**src/hw/rtl/bqe_pkg.sv**
```systemverilog
// Shared types and constants for the billboard quad expander.
package bqe_pkg;

    // Configuration register indexes
    localparam logic [2:0] CFG_BASIS_X_X = 3'd0;
    localparam logic [2:0] CFG_BASIS_X_Y = 3'd1;
    localparam logic [2:0] CFG_BASIS_X_Z = 3'd2;
    localparam logic [2:0] CFG_BASIS_Y_X = 3'd3;
    localparam logic [2:0] CFG_BASIS_Y_Y = 3'd4;
    localparam logic [2:0] CFG_BASIS_Y_Z = 3'd5;

    // Reset values of the basis registers (identity camera)
    localparam logic signed [15:0] BASIS_ONE  = 16'sd32767;
    localparam logic signed [15:0] BASIS_ZERO = 16'sd0;

    // Corner codes in emission order
    localparam logic [1:0] CORNER_PP = 2'd0;   // +right +up
    localparam logic [1:0] CORNER_MP = 2'd1;   // -right +up
    localparam logic [1:0] CORNER_MM = 2'd2;   // -right -up
    localparam logic [1:0] CORNER_PM = 2'd3;   // +right -up, last of the quad

    localparam int SCALED_W = 25;

    typedef struct packed {
        logic signed [31:0] pos_x;
        logic signed [31:0] pos_y;
        logic signed [31:0] pos_z;
        logic        [23:0] half_size;
        logic        [31:0] colour_in;
        logic        [15:0] u_start;
        logic        [15:0] v_start;
        logic        [15:0] u_end;
        logic        [15:0] v_end;
    } particle_t;

    typedef struct packed {
        logic signed [31:0] vert_x;
        logic signed [31:0] vert_y;
        logic signed [31:0] vert_z;
        logic        [31:0] colour_out;
        logic        [15:0] tex_u;
        logic        [15:0] tex_v;
        logic        [1:0]  corner;
        logic               last;
    } vertex_t;

    typedef struct packed {
        logic signed [15:0] x_x;
        logic signed [15:0] x_y;
        logic signed [15:0] x_z;
        logic signed [15:0] y_x;
        logic signed [15:0] y_y;
        logic signed [15:0] y_z;
    } basis_t;

    // Size-scaled bases, Q.12
    typedef struct packed {
        logic signed [SCALED_W-1:0] rx;
        logic signed [SCALED_W-1:0] ry;
        logic signed [SCALED_W-1:0] rz;
        logic signed [SCALED_W-1:0] ux;
        logic signed [SCALED_W-1:0] uy;
        logic signed [SCALED_W-1:0] uz;
    } scaled_t;

endpackage

```
**src/hw/rtl/bqe_vertex.sv**
```systemverilog
// Forms one quad vertex from the particle, scaled bases and corner code.
module bqe_vertex
    import bqe_pkg::*;
(
    input  particle_t  particle,
    input  scaled_t    scaled,
    input  logic [1:0] corner,
    output vertex_t    vertex
);

    logic r_pos;
    logic u_pos;

    // pos +- r +- u, saturated once to 32 bits
    function automatic logic signed [31:0] axis_sum(
        logic signed [31:0]         p,
        logic signed [SCALED_W-1:0] r,
        logic signed [SCALED_W-1:0] u,
        logic                       rp,
        logic                       up
    );
        logic signed [33:0] r_term;
        logic signed [33:0] u_term;
        logic signed [33:0] sum;
        r_term = rp ? 34'(r) : -34'(r);
        u_term = up ? 34'(u) : -34'(u);
        sum    = 34'(p) + r_term + u_term;
        if (sum[33:31] == 3'b000 || sum[33:31] == 3'b111)
            return sum[31:0];
        else if (sum[33])
            return 32'sh8000_0000;
        else
            return 32'sh7FFF_FFFF;
    endfunction

    // Corner signs
    assign r_pos = (corner == CORNER_PP) || (corner == CORNER_PM);
    assign u_pos = (corner == CORNER_PP) || (corner == CORNER_MP);

    always_comb
    begin
        vertex.vert_x     = axis_sum(particle.pos_x, scaled.rx, scaled.ux, r_pos, u_pos);
        vertex.vert_y     = axis_sum(particle.pos_y, scaled.ry, scaled.uy, r_pos, u_pos);
        vertex.vert_z     = axis_sum(particle.pos_z, scaled.rz, scaled.uz, r_pos, u_pos);
        vertex.colour_out = particle.colour_in;
        vertex.tex_u      = r_pos ? particle.u_end : particle.u_start;
        vertex.tex_v      = u_pos ? particle.v_end : particle.v_start;
        vertex.corner     = corner;
        vertex.last       = (corner == CORNER_PM);
    end

endmodule

```
**config.mk**
```make
export PLATFORM = sky130hd
export DESIGN_NAME = bqe_vertex
export DESIGN_NICKNAME = d
export VERILOG_FILES = /design/src/hw/rtl/bqe_pkg.sv /design/src/hw/rtl/bqe_vertex.sv
export SDC_FILE = /design/constraint.sdc
export NUM_CORES = 1
export LEC_CHECK = 0
export BUFFER_PORTS_ARGS = -buffer_cell sky130_fd_sc_hd__buf_2
export CORE_MARGIN = 10
export CORE_UTILIZATION = 26
export DETAILED_ROUTE_END_ITERATION = 10
export GPL_TIMING_DRIVEN = 0
export PLACE_DENSITY_LB_ADDON = 0.08
export RECOVER_POWER = 100
export SYNTH_ARGS = -nofsm -noshare
export SYNTH_HDL_FRONTEND = slang
export SYNTH_SLANG_ARGS = --single-unit
```
**constraint.sdc**
```tcl
create_clock -name vclk -period 8.2
set_input_delay 0.82 -clock vclk [all_inputs]
set_output_delay 0.82 -clock vclk [all_outputs]
set_load 0.02 [all_outputs]
```
Word level (Yosys, flattened, before mapping). Cells that the tools add are included.

Register bits after elaboration: 0. Bits of input ports: 368. Word-level logic and storage cells: 40.

$add $sub $neg: 12. Equal/unequal tests: 5. Mux-type cells: 14. Reduce and logical (&&, ||, !) cells: 9.

Operator list (count): $mux 34 (6); $neg 25->34 (6); $mux 32 (6); $add 32x34->34 (3); $add 34x34->34 (3); $mux 16 (2); $eq 3x3->1 const B (3); $logic_not 3->1 (3); $logic_or 1x1->1 (5); $eq 2x1->1 const B (1); $eq 2x2->1 const B (1); $logic_not 2->1 (1).

Longest topological paths before layout. Gate-level depths: netlist (run 1).

Depth in word-level cells: 8. Depth in mapped cells: 24.

Worst setup path after synthesis (run 1). No wires, ideal clock.

Path type: input -> output. From: input scaled[85] in the netlist's numbering. To: output vertex[68] in the netlist's numbering. Arrival: 6342 ps. Required time: 7380 ps. Slack: 1038 ps. Cell stages on the path: 20. Buffers on the path: 1. Path through: or4_1 > or3_1 > or4_1 > or3_1 > o31ai_1 > xor2_1 > fa_1 > inv_1 > ha_1 > a21oi_1 > o221ai_1 > a21o_1 > a221o_1 > a41oi_1 > o21ai_0 > a311oi_1 > xnor2_2 > a21o_1 > buf_2 > a21oi_1.

RTL lines: from (decl) (line bqe_vertex.sv:6) `input scaled_t scaled,`; to (decl) (line bqe_vertex.sv:8) `output vertex_t vertex`.

==> results of run 1 <==
==> kinds of logic (layout without fill, tap and decap cells) <==
logic type | after synthesis | count (layout) | synth area share, %
AO/OA/AOI/OAI | 491 | 491 | 24.7
buffers and inverters | 431 | 901 | 14.1
AND/OR/NAND/NOR | 398 | 398 | 15.7
XOR/XNOR | 230 | 230 | 16.0
adder cells (fa/ha/maj) | 207 | 207 | 26.6
multiplexers | 35 | 35 | 2.93
other | 0 | 7 | 0
==> cell usage after synthesis, types with 14 or more instances <==
cell type  number  area, sq um
inv_1         331         1240
a21oi_1       133          666
xor2_1        131         1150
nand2_1       119          447
ha_1          105         1310
fa_1          102         2040
xnor2_1        98          858
nor2_1         93          349
o21ai_0        89          445
a21o_1         58          435
o21ai_1        43          215
clkbuf_1       41          154
o31ai_1        41          308
buf_4          36          270
nor3_1         26          130
nand2b_1       25          156
or3_1          22          138
nand3_1        20          100
mux2i_1        19          190
mux2_2         16          180
nor2b_1        15         93.8
or4_1          15          113
a31oi_1        14         87.6
o21bai_1       14          105
==> per-layer routing <==
metal  routed length, um  up-vias  share of wire (%)
met4                 161       14               0.27
met3                3800       26                6.5
met2               29600      362                 51
li1                    -     6935                  -
met1               25000     6540                 43
met5                 105        -               0.18
==> placed cells by master, fill, tap and decap left out, types with 58 or more instances in the layout <==
master    Yosys  layout
fa_1        102     102
clkbuf_1     41      89
nand2_1     119     119
o21ai_0      89      86
clkbuf_2      0      67
ha_1        105     105
a21o_1       58      58
xnor2_1      98      98
buf_2        11     366
xor2_1      131     130
nor2_1       93      93
inv_1       331     331
a21oi_1     133     133
==> area by class of cell <==
| type | count | area share, % |
|---|---|---|
| well taps | 615 | 4.87 |
| inverters | 331 | 7.86 |
| plain buffers | 98 | 3.55 |
| multi-input cells | 1361 | 69.2 |
| repair buffers | 472 | 14.4 |
| diodes | 7 | 0.111 |
==> worst paths after layout <==
| check | start | slack (ns) | endpoint | cells past startpoint |
|---|---|---|---|---|
| max | corner[0] | 0.38 | vertex[140] | 21 |
| min | particle[93] | 1.90 | vertex[64] | 2 |
==> stage by stage <==
step / hold WS (ns) / cell area (sq um) / cells / setup slack (ns)
after floorplan: 1.75 / 12600 / 1792 / 1.04
after global placement: 1.86 / 15800 / 2879 / -1.59
after global routing: 1.91 / 15800 / 2880 / -0.0243
after CTS: 1.86 / 15800 / 2877 / 0.00176
final: 1.90 / 15800 / 2884 / 0.384
after detailed placement: 1.86 / 15800 / 2879 / -1.54
==> what timing repair did <==
item,CTS,global route
endpoints found under the setup margin,95,93
setup buffers,0,0
gates resized for setup,21,27
pin swaps,0,1
hold buffers,0,0
==> reports/results.tsv, run 1 <==
stage	metric	value	unit
outcome	status	finished clean	
layout	Seq Cell Count	0	
placement	IO Port Bufs	472	
layout	layout cells sized above 1	23.3	%
layout	register area	0	sq um
drt	drt first pass iters	5	
critical_path	Worst Path Max Fanout	10	
timing	slew at the pin with the worst max-slew slack	1.23	ns
critical_path	Top delay family on crit path	compound AO/OA/AOI/OAI gates	
global_route	first-pass GRT wire length	86900	um
timing	Tmin final	7.82	ns
synthesis	yosys warns	0	
drt	DRC Markers	0	
critical_path	crit path DAT	7.00	ns
critical_path	Slowest cell on crit path	ha_1	
layout	area of the multi-input gates	10900	sq um
global_route	GR Util met2	36.3	%
global_route	GRT Max-Usage Layer	met2	
die	row cnt	80	
layout	clk_buf instances	0	
critical_path	worst setup path class	in2out	
synthesis	Netlist cell types	71	
die	Initial Utilization	26.4	%
placement	GPL Wtd Cong	0.869	
global_route	GR Util met3	4.09	%
die	die area	57800	sq um
timing	final worst path period share	95.3	%
timing	Pins Over Slew Limit	0	
timing	Setup violations, final	0	
global_route	overflow left after global routing	0	
drt	final WL	58700	um
timing	maximum clock frequency	0.128	GHz
global_route	vias in the first global route	14626	
placement	DP HPWL	52400	um
die	core area	47800	sq um
layout	Post-Route Utilization	33.0	%
global_route	largest net degree at the start of global routing	13	
layout	Area Growth Syn to Fin	25.3	%
critical_path	Worst EP required	7.38	ns
drt	post-route ant nets	0	
min_path	Worst Hold Class	in2out	
die	die span in x	240	um
global_route	gr usage total	19.5	%
timing	Hold Vio Cnt, Final	0	
synthesis	syn_area_per_cell	7.04	sq um
timing	Rel. slew slack	18.2	%
critical_path	Startpoint Class	input pin	
critical_path	CP Buf/Inv Count	7	
synthesis	Post-Syn Area	12600	sq um
critical_path	max incr delay on CP	0.62	ns
die	top-level I/O count	531	
drt	initial drt markers	623	
drt	WL per Instance	20.4	um
flow_run	max-cap viol count	0	
die	DIE HEIGHT	240	um
synthesis	Post-Syn Instances	1792	
global_route	GRT met1 Usage	23.4	%
drt	DR vias/cell	4.81	
timing	setup_tns	0	ns
drt	vias	13877	
critical_path	worst-path cell chain	buf_2 > inv_1 > ha_1 > clkbuf_2 > clkbuf_2 > o21ai_0 > xor2_1 > fa_1 > inv_1 > ha_1 > a211o_1 > o311ai_2 > o211ai_1 > nor3_2 > o31ai_4 > a311oi_1 > xnor2_1 > o21bai_2 > clkbuf_1 > o21ai_1 > buf_2	
synthesis	syn_nets	2367	
synthesis	Seq/Total Area, Yosys	0	%
layout	fin nets	2839	
global_route	initial antenna violation count	19	
layout	fill cell total of the finished layout	5434	
critical_path	Critical Path Sink Type	output pin	
==> run 2, diff against run 1 <==
--- a/config.mk
+++ b/config.mk
@@ -6,12 +6,13 @@
 export NUM_CORES = 1
 export LEC_CHECK = 0
 export BUFFER_PORTS_ARGS = -buffer_cell sky130_fd_sc_hd__buf_2
-export CORE_MARGIN = 10
+export CORE_MARGIN = 2
 export CORE_UTILIZATION = 26
 export DETAILED_ROUTE_END_ITERATION = 10
 export GPL_TIMING_DRIVEN = 0
 export PLACE_DENSITY_LB_ADDON = 0.08
 export RECOVER_POWER = 100
+export REMOVE_ABC_BUFFERS = 1
 export SYNTH_ARGS = -nofsm -noshare
 export SYNTH_HDL_FRONTEND = slang
 export SYNTH_SLANG_ARGS = --single-unit
==> constraint.sdc (replaced) <==
create_clock -name vclk -period 8.2
set_input_delay 0.82 -clock vclk [all_inputs]
set_output_delay 0.82 -clock vclk [all_outputs]
set_load 0.1 [all_outputs]
==> run 2 against run 1 <==
Count of clock-buffer cells in the layout unchanged. Via count down 2.8%. Final area shrank 1.6%. Maximum frequency shrank 1.6%. Critical path type unchanged. First-iteration DRC count fell by 17%. Cell count decreased by 3.7%. Largest cell class unchanged. Worst setup slack got worse by 0.13 ns. Critical path depth unchanged. Sequential share of layout area did not move.
==> reports/results.tsv, run 2 (synthesis results as in run 1) <==
stage	metric	value	unit
critical_path	Slowest cell on crit path	xnor2_2	
layout	Area Growth Syn to Fin	23.3	%
timing	hold slack final	1.64	ns
min_path	Worst Hold Class	in2out	
drt	DRC Markers	0	
global_route	initial antenna violation count	25	
die	core area	47800	sq um
drt	vias	13485	
global_route	GRT met1 Usage	23.4	%
die	top-level I/O count	531	
critical_path	Top delay family on crit path	compound AO/OA/AOI/OAI gates	
global_route	overflow left after global routing	0	
timing	Pins Over Slew Limit	0	
drt	post-route ant nets	0	
drt	drt first pass iters	5	
global_route	largest net degree at the start of global routing	60	
critical_path	CP Buf/Inv Count	4	
die	row cnt	80	
layout	fin nets	2726	
global_route	GR Util met3	5.32	%
critical_path	Startpoint Class	input pin	
die	die area	50300	sq um
critical_path	worst-path cell chain	buf_2 > or3_1 > or3b_1 > or4_4 > o41ai_1 > xor2_1 > fa_1 > inv_1 > ha_1 > a2111o_1 > a31oi_1 > o31ai_1 > a32oi_1 > o31ai_1 > a31oi_1 > o21ai_0 > xnor2_2 > a21oi_4 > buf_12 > a31o_1 > clkbuf_2	
timing	Hold Vio Cnt, Final	0	
timing	Setup violations, final	0	
global_route	gr usage total	18.7	%
clocking	cts hold-fix bufs	0	
critical_path	Worst EP required	7.38	ns
critical_path	crit path DAT	7.12	ns
die	die span in x	224	um
layout	register area	0	sq um
timing	Tmin final	7.94	ns
layout	most frequent cells in the layout	331 x inv_1, 315 x buf_2, 130 x a21oi_1	
layout	Seq Cell Count	0	
outcome	status	finished clean	
flow_run	max-cap viol count	0	
drt	initial drt markers	515	
global_route	first-pass GRT wire length	75100	um
critical_path	Setup crit start	scaled[101]	
drt	WL per Instance	17.9	um
timing	slew at the pin with the worst max-slew slack	1.29	ns
global_route	GR Util met2	32.5	%
critical_path	Worst Path Max Fanout	15	
timing	Rel. slew slack	14.5	%
timing	maximum clock frequency	0.126	GHz
die	Initial Utilization	26.4	%
layout	layout cells sized above 1	22.5	%
global_route	vias in the first global route	13588	
die	DIE HEIGHT	224	um
placement	DP HPWL	42900	um
critical_path	worst setup path class	in2out	
layout	clk_buf instances	0	
critical_path	Critical Path Sink Type	output pin	
drt	final WL	49700	um
placement	IO Port Bufs	443	
critical_path	critical path depth in cells	21	
timing	RSZ-0062 raised after global routing	no	
critical_path	max incr delay on CP	0.56	ns
drt	DR vias/cell	4.86	
global_route	GRT Max-Usage Layer	met2	
placement	GPL Wtd Cong	0.836	
critical_path	CP Capture Point	vertex[127]	
layout	most common cell after layout, fill and taps aside	inv_1	
timing	final worst path period share	96.9	%
-- run 2: cell count changes in the layout (fill, tap and decap cells not counted), moves of 3 or more --
cell,previous run,this run
clkbuf_1,89,32
buf_2,366,315
buf_4,35,5
clkbuf_4,3,32
o21ai_0,86,107
o21ai_1,46,25
clkbuf_2,67,59
buf_1,7,0
diode_2,7,12
buf_12,0,4
a21oi_1,133,130
a21oi_2,1,4
-- run 2: timing repair --
action                     4_1_cts  5_1_grt
buffers inserted                 0        5
gates resized for setup         13       63
cloned                           2        2
setup endpoints to repair       65       87
pin swaps                        2        7
-- run 2: worst min path at each step --
stage                            start  slack (ns)    endpoint  depth (start not counted)
after floorplan              corner[0]        1.64   vertex[1]                          0
after global placement    particle[72]        1.64  vertex[43]                          0
after detailed placement  particle[72]        1.64  vertex[43]                          0
after CTS                 particle[72]        1.64  vertex[43]                          0
after global routing      particle[72]        1.64  vertex[43]                          0
final                     particle[65]        1.64  vertex[36]                          0
-- run 2: layer usage --
metal	share of wire [%]	wire, um
met1	44	21900
met2	47	23400
met3	7.2	3580
met4	1.3	625
met5	0.42	208
-- run 2: area by class of cell --
type / count / area, sq um
repair buffers: 453 / 2460
diodes: 12 / 30.0
inverters: 331 / 1240
well taps: 615 / 769
multi-input cells: 1365 / 11100
fillers: 5379 / 32300
-- run 2: through the flow --
| stage | utilization, % | setup WS [ns] | instances | setup TNS (ns) | cell area, sq um |
|---|---|---|---|---|---|
| floorplan | - | -2.17 | 1692 | -122.77 | 12100 |
| global placement | 31.5 | -4.47 | 2750 | -304.14 | 15100 |
| detailed placement | 31.8 | -0.590 | 2755 | -25.14 | 15200 |
| CTS | 31.9 | 0.0142 | 2757 | 0 | 15300 |
| global route | 32.5 | 0.00593 | 2771 | 0 | 15600 |
| finish | 32.5 | 0.255 | 2776 | 0 | 15600 |
Power of run 2 is left out: the tool's default activity adds up to more than one toggle a clock period on the data nets, which glitch-free logic cannot reach.
